## src/gcke_pkg.sv

```systemverilog
`timescale 1ns / 1ps
package gcke_pkg;
    localparam int MAX_SPAN  = 4;
    localparam int SPAN_W    = 2;
    localparam int COORD_W   = 32;
    localparam int CSIZE_W   = 31;
    localparam int KEY_W     = 64;
    localparam logic [31:0] HASH_PX = 32'd73856093;
    localparam logic [31:0] HASH_PY = 32'd19349663;
    localparam logic [31:0] HASH_PZ = 32'd83492791;

    typedef enum logic [2:0] {
        ST_IDLE,
        ST_DIV,
        ST_CHECK,
        ST_HASH,
        ST_EMIT
    } state_t;

    typedef struct packed {
        logic load;
        logic div_start;
        logic bounds_latch;
        logic hash_start;
        logic advance;
    } ctrl_t;

    typedef struct packed {
        logic div_done;
        logic empty;
        logic hash_done;
        logic last;
    } stat_t;
endpackage

```

## src/gcke_div.sv

```systemverilog
`timescale 1ns / 1ps
module gcke_div (
    input  logic                         clk,
    input  logic                         rst_n,
    input  logic                         start,
    input  logic signed [31:0]           dividend,
    input  logic [30:0]                  divisor,
    output logic                         done,
    output logic signed [31:0]           quotient
);
    import gcke_pkg::*;

    // restoring divide of |a| by d, one bit per cycle, then floor correction
    logic [31:0] mag_reg, mag_next;
    logic [31:0] rem_reg, rem_next;
    logic [31:0] q_reg, q_next;
    logic [5:0]  cnt_reg, cnt_next;
    logic        neg_reg, neg_next;
    logic        busy_reg, busy_next;
    logic        done_reg, done_next;
    logic [30:0] d_eff;
    logic [32:0] trial;
    logic [31:0] rem_sh;
    logic [32:0] qn;

    assign d_eff = (divisor == '0) ? 31'd1 : divisor;

    always_comb
    begin
        rem_sh    = {rem_reg[30:0], mag_reg[31]};
        trial     = {1'b0, rem_sh} - {2'b0, d_eff};
        mag_next  = mag_reg;
        rem_next  = rem_reg;
        q_next    = q_reg;
        cnt_next  = cnt_reg;
        neg_next  = neg_reg;
        busy_next = busy_reg;
        done_next = 1'b0;
        qn        = '0;
        if (start)
        begin
            mag_next  = dividend[31] ? (32'd0 - dividend) : dividend;
            neg_next  = dividend[31];
            rem_next  = '0;
            q_next    = '0;
            cnt_next  = '0;
            busy_next = 1'b1;
        end
        else if (busy_reg)
        begin
            mag_next = {mag_reg[30:0], 1'b0};
            if (!trial[32])
            begin
                rem_next = trial[31:0];
                q_next   = {q_reg[30:0], 1'b1};
            end
            else
            begin
                rem_next = rem_sh;
                q_next   = {q_reg[30:0], 1'b0};
            end
            cnt_next = cnt_reg + 6'd1;
            if (cnt_reg == 6'd31)
            begin
                busy_next = 1'b0;
                done_next = 1'b1;
                if (neg_reg)
                begin
                    qn = 33'd0 - {1'b0, q_next};
                    if (rem_next != '0)
                        qn = qn - 33'd1;
                    q_next = qn[31:0];
                end
            end
        end
    end

    always_ff @(posedge clk or negedge rst_n)
    begin
        if (!rst_n)
        begin
            busy_reg <= 1'b0;
            done_reg <= 1'b0;
            cnt_reg  <= '0;
        end
        else
        begin
            busy_reg <= busy_next;
            done_reg <= done_next;
            cnt_reg  <= cnt_next;
        end
    end

    always_ff @(posedge clk)
    begin
        mag_reg <= mag_next;
        rem_reg <= rem_next;
        q_reg   <= q_next;
        neg_reg <= neg_next;
    end

    assign done     = done_reg;
    assign quotient = q_reg;
endmodule

```

## src/gcke_datapath.sv

```systemverilog
`timescale 1ns / 1ps
module gcke_datapath (
    input  logic              clk,
    input  logic              rst_n,
    input  gcke_pkg::ctrl_t   ctrl,
    output gcke_pkg::stat_t   stat,
    input  logic [191:0]      box,
    input  logic [30:0]       pitch,
    output logic [63:0]       cell_key,
    output logic [31:0]       cell_x,
    output logic [31:0]       cell_y,
    output logic [31:0]       cell_z,
    output logic              clipped
);
    import gcke_pkg::*;

    logic [191:0] box_reg;
    logic [2:0]   idx_reg, idx_next;
    logic signed [31:0] q [0:5];
    logic signed [31:0] lo_reg [0:2];
    logic signed [31:0] pos_reg [0:2];
    logic [SPAN_W-1:0]  off_reg [0:2];
    logic [SPAN_W-1:0]  lim_reg [0:2];
    logic         clip_reg;
    logic         empty_c, clip_c;
    logic [SPAN_W-1:0] lim_c [0:2];
    logic         dstart, ddone;
    logic signed [31:0] dq;
    logic signed [31:0] dvd;
    logic         run_reg;
    logic [1:0]   hph_reg;
    logic         hdone_reg;
    logic [63:0]  prod_reg [0:2];
    logic signed [65:0] px_full, py_full, pz_full;
    logic [63:0]  mx, my, mz;
    logic         end_x, end_y, end_z;

    gcke_div u_div (
        .clk(clk), .rst_n(rst_n), .start(dstart),
        .dividend(dvd), .divisor(pitch),
        .done(ddone), .quotient(dq)
    );

    // six divisions back to back; control starts the first
    assign dstart = ctrl.div_start || (run_reg && ddone && idx_reg != 3'd5);

    // first division reads the request directly, later ones the next coordinate
    assign idx_next = idx_reg + 3'd1;

    always_comb
    begin
        dvd = box[31:0];
        if (!ctrl.div_start)
        begin
            case (idx_next)
                3'd1:    dvd = box_reg[63:32];
                3'd2:    dvd = box_reg[95:64];
                3'd3:    dvd = box_reg[127:96];
                3'd4:    dvd = box_reg[159:128];
                3'd5:    dvd = box_reg[191:160];
                default: dvd = box_reg[31:0];
            endcase
        end
    end

    always_ff @(posedge clk or negedge rst_n)
    begin
        if (!rst_n)
        begin
            idx_reg   <= '0;
            run_reg   <= 1'b0;
            hph_reg   <= '0;
            hdone_reg <= 1'b0;
        end
        else
        begin
            hdone_reg <= 1'b0;
            if (ctrl.div_start)
            begin
                idx_reg <= '0;
                run_reg <= 1'b1;
            end
            else if (run_reg && ddone)
            begin
                if (idx_reg == 3'd5)
                    run_reg <= 1'b0;
                else
                    idx_reg <= idx_next;
            end
            if (ctrl.hash_start)
                hph_reg <= 2'd1;
            else if (hph_reg == 2'd1)
                hph_reg <= 2'd2;
            else if (hph_reg == 2'd2)
            begin
                hph_reg   <= 2'd0;
                hdone_reg <= 1'b1;
            end
        end
    end

    always_ff @(posedge clk)
    begin
        if (ctrl.load)
            box_reg <= box;
        if (run_reg && ddone)
            q[idx_reg] <= dq;
    end

    always_comb
    begin
        logic signed [32:0] diff;
        empty_c = 1'b0;
        clip_c  = 1'b0;
        for (int i = 0; i < 3; i++)
        begin
            diff = {q[i+3][31], q[i+3]} - {q[i][31], q[i]};
            lim_c[i] = diff[SPAN_W-1:0];
            if (diff < 0)
                empty_c = 1'b1;
            else if (diff > 33'(MAX_SPAN - 1))
            begin
                clip_c   = 1'b1;
                lim_c[i] = SPAN_W'(MAX_SPAN - 1);
            end
        end
    end

    assign end_x = off_reg[0] == lim_reg[0];
    assign end_y = off_reg[1] == lim_reg[1];
    assign end_z = off_reg[2] == lim_reg[2];

    always_ff @(posedge clk)
    begin
        if (ctrl.bounds_latch)
        begin
            clip_reg <= clip_c;
            for (int i = 0; i < 3; i++)
            begin
                lo_reg[i]  <= q[i];
                lim_reg[i] <= lim_c[i];
                pos_reg[i] <= q[i];
                off_reg[i] <= '0;
            end
        end
        else if (ctrl.advance)
        begin
            if (!end_z)
            begin
                pos_reg[2] <= pos_reg[2] + 32'd1;
                off_reg[2] <= off_reg[2] + 1'b1;
            end
            else
            begin
                pos_reg[2] <= lo_reg[2];
                off_reg[2] <= '0;
                if (!end_y)
                begin
                    pos_reg[1] <= pos_reg[1] + 32'd1;
                    off_reg[1] <= off_reg[1] + 1'b1;
                end
                else
                begin
                    pos_reg[1] <= lo_reg[1];
                    off_reg[1] <= '0;
                    pos_reg[0] <= pos_reg[0] + 32'd1;
                    off_reg[0] <= off_reg[0] + 1'b1;
                end
            end
        end
    end

    // sign-extended index times 32-bit prime, low 64 bits
    assign px_full = $signed({pos_reg[0][31], pos_reg[0]}) * $signed({1'b0, HASH_PX});
    assign py_full = $signed({pos_reg[1][31], pos_reg[1]}) * $signed({1'b0, HASH_PY});
    assign pz_full = $signed({pos_reg[2][31], pos_reg[2]}) * $signed({1'b0, HASH_PZ});
    assign mx = px_full[63:0];
    assign my = py_full[63:0];
    assign mz = pz_full[63:0];

    always_ff @(posedge clk)
    begin
        if (hph_reg == 2'd1)
        begin
            prod_reg[0] <= mx;
            prod_reg[1] <= my;
            prod_reg[2] <= mz;
        end
        if (hph_reg == 2'd2)
            cell_key <= prod_reg[0] ^ prod_reg[1] ^ prod_reg[2];
    end

    assign cell_x  = pos_reg[0];
    assign cell_y  = pos_reg[1];
    assign cell_z  = pos_reg[2];
    assign clipped = clip_reg;

    assign stat.div_done  = run_reg && ddone && idx_reg == 3'd5;
    assign stat.empty     = empty_c;
    assign stat.hash_done = hdone_reg;
    assign stat.last      = end_x && end_y && end_z;
endmodule

```

## src/gcke_ctrl.sv

```systemverilog
`timescale 1ns / 1ps
module gcke_ctrl (
    input  logic            clk,
    input  logic            rst_n,
    input  logic            in_fire,
    input  logic            out_fire,
    input  gcke_pkg::stat_t stat,
    output gcke_pkg::ctrl_t ctrl,
    output logic            in_ready,
    output logic            out_valid
);
    import gcke_pkg::*;

    state_t state_reg, state_next;

    always_ff @(posedge clk or negedge rst_n)
    begin
        if (!rst_n)
            state_reg <= ST_IDLE;
        else
            state_reg <= state_next;
    end

    always_comb
    begin
        state_next = state_reg;
        unique case (state_reg)
            ST_IDLE:  if (in_fire) state_next = ST_DIV;
            ST_DIV:   if (stat.div_done) state_next = ST_CHECK;
            ST_CHECK: state_next = stat.empty ? ST_IDLE : ST_HASH;
            ST_HASH:  if (stat.hash_done) state_next = ST_EMIT;
            ST_EMIT:  if (out_fire) state_next = stat.last ? ST_IDLE : ST_HASH;
            default:  state_next = ST_IDLE;
        endcase
    end

    always_comb
    begin
        ctrl      = '0;
        in_ready  = 1'b0;
        out_valid = 1'b0;
        unique case (state_reg)
            ST_IDLE:
            begin
                in_ready       = 1'b1;
                ctrl.load      = in_fire;
                ctrl.div_start = in_fire;
            end
            ST_DIV:   ;
            ST_CHECK:
            begin
                ctrl.bounds_latch = !stat.empty;
                ctrl.hash_start   = !stat.empty;
            end
            ST_HASH:  ;
            ST_EMIT:
            begin
                out_valid       = 1'b1;
                ctrl.advance    = out_fire && !stat.last;
                ctrl.hash_start = out_fire && !stat.last;
            end
            default:  ;
        endcase
    end
endmodule

```

## src/grid_cell_key_enumerator.sv

```systemverilog
`timescale 1ns / 1ps
// grid_cell_key_enumerator
// Slave channel s_axis_*: one request per bounding box; tdata holds min_x,
// min_y, min_z, max_x, max_y, max_z from the lowest bit up (32 bits each,
// signed Q16.16).
// Master channel m_axis_*: one result per cell, x outermost, z innermost;
// tdata holds cell_key, cell_x, cell_y, cell_z from the lowest bit up, tuser
// carries span_clipped and tlast marks the final cell of a box.
// pitch_we / pitch_wdata write the cell edge (Q16.16); zero acts as a raw 1.
// Write it only while idle.
// Sequence: six floor divisions through one bit-serial divider, a check
// state, then each key is formed by registering the three products and
// then their XOR; each further key starts when the previous result is
// taken. A box yields 0..64 results; the next request is taken the cycle
// after the last result is delivered, or once the check finds a box with
// no cells.
// Reset returns the walk to idle and the cell edge to 1.0.
// A stalled receiver holds the current result steady; the walk waits.
module grid_cell_key_enumerator (
    input  logic          clk,
    input  logic          rst_n,
    input  logic          pitch_we,
    input  logic [30:0]   pitch_wdata,
    input  logic          s_axis_tvalid,
    output logic          s_axis_tready,
    input  logic [191:0]  s_axis_tdata,  // min_x, min_y, min_z, max_x, max_y, max_z
    output logic          m_axis_tvalid,
    input  logic          m_axis_tready,
    output logic [159:0]  m_axis_tdata,  // cell_key, cell_x, cell_y, cell_z
    output logic          m_axis_tuser,  // span_clipped
    output logic          m_axis_tlast
);
    import gcke_pkg::*;

    logic [30:0] pitch_reg;
    ctrl_t ctrl;
    stat_t stat;
    logic [63:0] key;
    logic [31:0] cx, cy, cz;
    logic clip;
    logic in_fire, out_fire;

    assign in_fire  = s_axis_tvalid && s_axis_tready;
    assign out_fire = m_axis_tvalid && m_axis_tready;

    always_ff @(posedge clk or negedge rst_n)
    begin
        if (!rst_n)
            pitch_reg <= 31'd65536;
        else if (pitch_we)
            pitch_reg <= pitch_wdata;
    end

    gcke_datapath u_dp (
        .clk(clk), .rst_n(rst_n), .ctrl(ctrl), .stat(stat),
        .box(s_axis_tdata), .pitch(pitch_reg),
        .cell_key(key), .cell_x(cx), .cell_y(cy), .cell_z(cz), .clipped(clip)
    );

    gcke_ctrl u_ctrl (
        .clk(clk), .rst_n(rst_n), .in_fire(in_fire), .out_fire(out_fire),
        .stat(stat), .ctrl(ctrl), .in_ready(s_axis_tready), .out_valid(m_axis_tvalid)
    );

    assign m_axis_tdata = {cz, cy, cx, key};
    assign m_axis_tuser = clip;
    assign m_axis_tlast = stat.last;

`ifndef SYNTH
    // never accept a box while results are pending
    a_no_overlap: assert property (@(posedge clk) disable iff (!rst_n)
        m_axis_tvalid |-> !s_axis_tready) else $error("input taken mid-walk");
    // stalled result holds
    a_hold: assert property (@(posedge clk) disable iff (!rst_n)
        m_axis_tvalid && !m_axis_tready |=> $stable(m_axis_tdata) && m_axis_tvalid)
        else $error("result changed under stall");
`endif
endmodule

```

## config.mk

```make
export PLATFORM = sky130hd
export DESIGN_NAME = grid_cell_key_enumerator
export DESIGN_NICKNAME = d
export VERILOG_FILES = /design/src/gcke_pkg.sv /design/src/gcke_div.sv /design/src/gcke_datapath.sv /design/src/gcke_ctrl.sv /design/src/grid_cell_key_enumerator.sv
export SDC_FILE = /design/constraint.sdc
export NUM_CORES = 2
export LEC_CHECK = 0
export BUFFER_PORTS_ARGS = -buffer_cell sky130_fd_sc_hd__buf_2
export CAP_MARGIN = 20
export CORE_MARGIN = 1.5
export CORE_UTILIZATION = 45
export CTS_BUF_LIST = sky130_fd_sc_hd__clkbuf_8
export CTS_CLUSTER_SIZE = 30
export DETAILED_ROUTE_END_ITERATION = 10
export SLEW_MARGIN = 20
export SYNTH_ARGS = -nofsm -noshare
export SYNTH_HDL_FRONTEND = slang
export SYNTH_SLANG_ARGS = --single-unit
```

## constraint.sdc

```tcl
create_clock -name clk -period 19.1 [get_ports clk]
set_input_delay 1.91 -clock clk [delete_from_list [all_inputs] [get_ports clk]]
set_output_delay 1.91 -clock clk [all_outputs]
set_load 0.01 [all_outputs]
```

==> impl_metrics.yaml <==
synthesis:
  yosysTopAreaCellShare: 0.261
  seq_area_frac_synth: 0.287
  ys_async_sr_fraction: 0.0521
  ys_types: 103
  synth_top_area_cell: "edfxtp_1"
  synthTopCellsByArea: "edfxtp_1 26%, fa_1 26%, ha_1 14%, inv_1 8.7%, xnor2_1 4.1%"
  syn_area_sq_mm: 0.0952
  synthesis.instances: 9058
  synthFlopType: "edfxtp_1"
  synth-seq-cells: 940
  synth_warnings: 0
  syn_nets: 11500
  synth_edf_count: 828
  avgSynthCellArea_sq_um: 10.5
pwr:
  internal_power_uw: 10500
  power_uw: 20700
  ir_worst_vdd_mv: 0.418
  clock_power_share: 0.099
  p_seq_frac: 0.174
  switching_share: 0.496
  leakagePower_uw: 0.0490
  p_sw_uw: 10300
  power_frac_comb: 0.727
  p_per_area_mw_per_mm2: 199
sta:
  fmax_ghz: 0.113
  hold_ws_ps: 470
  slew_headroom: 0.301
  setup_viol: 0
  fin_crit_sh: 0.465
  final_max_slew_viol_count: 0
  hold_viol: 0
  period_minus_slack_ps: 8880
  max_slew.worst_pin.slew_ps: 1050
  timing.final.ws_setup_ps: 10220
  finalSetupTns_ps: 0
  rsz0062_at_grt: "no"
  finClkSkew_ps: 90.0
critical_path:
  worstPathRequired_ps: 19770
  crit_family: "adder cells"
  arrival_ps: 9550
  cp_num_buf_inv: 6
  crit_path_top_delay_cell: "a41oi_1"
  rrSetupSlack_ps: 10220
  cp-end-kind: "flip-flop"
  worst_setup_path_start_kind: "flip-flop"
  crit_fanout: 9
  cp_slowest_stage_delay_ps: 720
  cp_common_cell: "fa_1"
  crit_type: "flip-flop to flip-flop"
clock_tree:
  postCtsSetupRepairBufs: 0
  h-tree-depth: 4
  cts_root_buffer: "clkbuf_8"
  cts_buffers: 173
  ctsResizeCount: 0
  clock_latency_ps: 1000
  cts_tree: "built"
  clk_pin_slew_worst_paths_ps: 80
  cts_buffer_depth: 3
  hold_buffers: 0
  cts.sink_count: 940
placed_design:
  place_ws_ps: 10240
  io_buffers: 391
  dp_hpwl_um: 237000
  gp_congestion: 1.00
job:
  drv_cap: 0
die:
  coreArea_sq_mm: 0.210
  fp-row-count: 168
  start_util: 0.454
  chipHeight_um: 463
  die_x_um: 463
  io_pins: 392
  dieArea_sq_mm: 0.214
final_layout:
  drive_gt1_frac: 0.0852
  mostFrequentLayoutCells: "2263 x inv_1, 1214 x fa_1, 1039 x ha_1, 828 x edfxtp_1, 463 x nand2_1"
  regArea_sq_mm: 0.0274
  n_fill_cell: 19500
  final_nets: 12000
  fin_util: 0.497
  multi_input_area_sq_mm: 0.0589
  layout_commonest_cell: "inv_1"
  areaGrowthSynthToFinish_pct: 9.49
status:
  status: "finished clean"
drt:
  drt_first_pass_iters: 7
  drc: 0
  ant_nets: 0
  wl_um: 285000
  vias_per_cell: 5.26
  num_vias: 65500
  avgRoutedWirePerCell_um: 22.9
  drt_iter0_drc: 4739
global_routing:
  grt_start_max_net_pins: 160
  grt_first_pass_wirelength_um: 428000
  grt_pass1_vias: 68400
  grt_util_all_layers: 0.267
  overflow: 0
  antenna_found_initial: 16
worst_hold_path:
  hold_path.class: "flip-flop to flip-flop"
path summary, 6_finish.rpt:
kind / from / endpoint / cells past startpoint
setup / recovery: u_dp.pos_reg[0][7] / u_dp.prod_reg[0][58] / 27
hold / removal: u_dp.q[2][29] / u_dp.lo_reg[2][29] / 0
setup reg to reg: u_dp.pos_reg[0][7] / u_dp.prod_reg[0][58] / 27
hold reg to reg: u_dp.q[2][29] / u_dp.lo_reg[2][29] / 0
max in group asynchronous: rst_n / u_dp.u_div.busy_reg / 1
min in group asynchronous: rst_n / pitch_reg[19] / 1
cell type report:
class	instances	area share
Inverter	2223	0.0802
Antenna cell	5	0.000120
Timing Repair Buffer	458	0.0238
Clock inverter	136	0.0109
Tap cell	2805	0.0337
Sequential cell	940	0.263
Clock buffer	180	0.0238
Multi-Input combinational cell	5719	0.565
synth_stat cells, types with 27 or more instances:
master / instances
a21oi_1: 372
ha_1: 1039
a211oi_1: 52
a31oi_1: 47
nand2_1: 465
inv_1: 2217
nor2_1: 386
nand4_1: 45
mux2i_1: 50
and3_1: 57
nor3_1: 90
a21o_1: 145
fa_1: 1214
xnor2_1: 444
nor4_1: 36
mux2_2: 40
nand2b_1: 48
buf_1: 27
nand3_1: 127
o21a_1: 40
dfrtp_1: 48
o21ai_0: 380
nor2b_1: 39
a222oi_1: 33
dfxtp_1: 63
edfxtp_1: 828
clkbuf_1: 134
xor2_1: 131
o21bai_1: 34
power by group through the flow:
| stage | clock, uW | sequential, uW | combinational [uW] |
|---|---|---|---|
| floorplan | 0 | 3520 | 10800 |
| global placement | 0 | 3640 | 14900 |
| detailed placement | 0 | 3640 | 15100 |
| CTS | 2120 | 3600 | 15200 |
| global route | 2200 | 3620 | 16800 |
| finish | 2060 | 3600 | 15100 |
cell families (layout without fill, tap and decap cells):
logic type	Yosys count	count (layout)	synth area share
AO/OA/AOI/OAI	1388	1388	0.0934
XOR/XNOR	575	575	0.0529
adder cells (fa/ha/maj)	2254	2254	0.392
buffers and inverters	2399	2997	0.0950
flip-flops	940	940	0.287
multiplexers	91	91	0.0101
other	0	5	0
AND/OR/NAND/NOR	1411	1411	0.0689
per-stage QoR:
stage	instance area, sq um	std cells
final	104000	12500
after global routing	104000	12500
after CTS	104000	12500
after detailed placement	101000	12100
after global placement	101000	12100
after floorplan	95200	9058
metal layers:
| metal | global-route usage | up-vias | part of all wire |
|---|---|---|---|
| met5 | 0 | - | 0.00017 |
| met4 | 0.0908 | 10 | 0.036 |
| met3 | 0.0388 | 367 | 0.053 |
| met2 | 0.444 | 1807 | 0.48 |
| met1 | 0.356 | 32900 | 0.43 |
| li1 | - | 30400 | - |
worst register-to-register path: cells and delay by family, from the launching register on:
kind                       cells  cell delay, ps
and+or+nand+nor                6            1180
xor gates and xnor gates       1             150
AOI/OAI and AO/OA              6            2060
buffers and inverters          6             680
adders and majority gates      8            3790
DFF                            1             700
No activity file was read; power rests on OpenSTA's default activity.
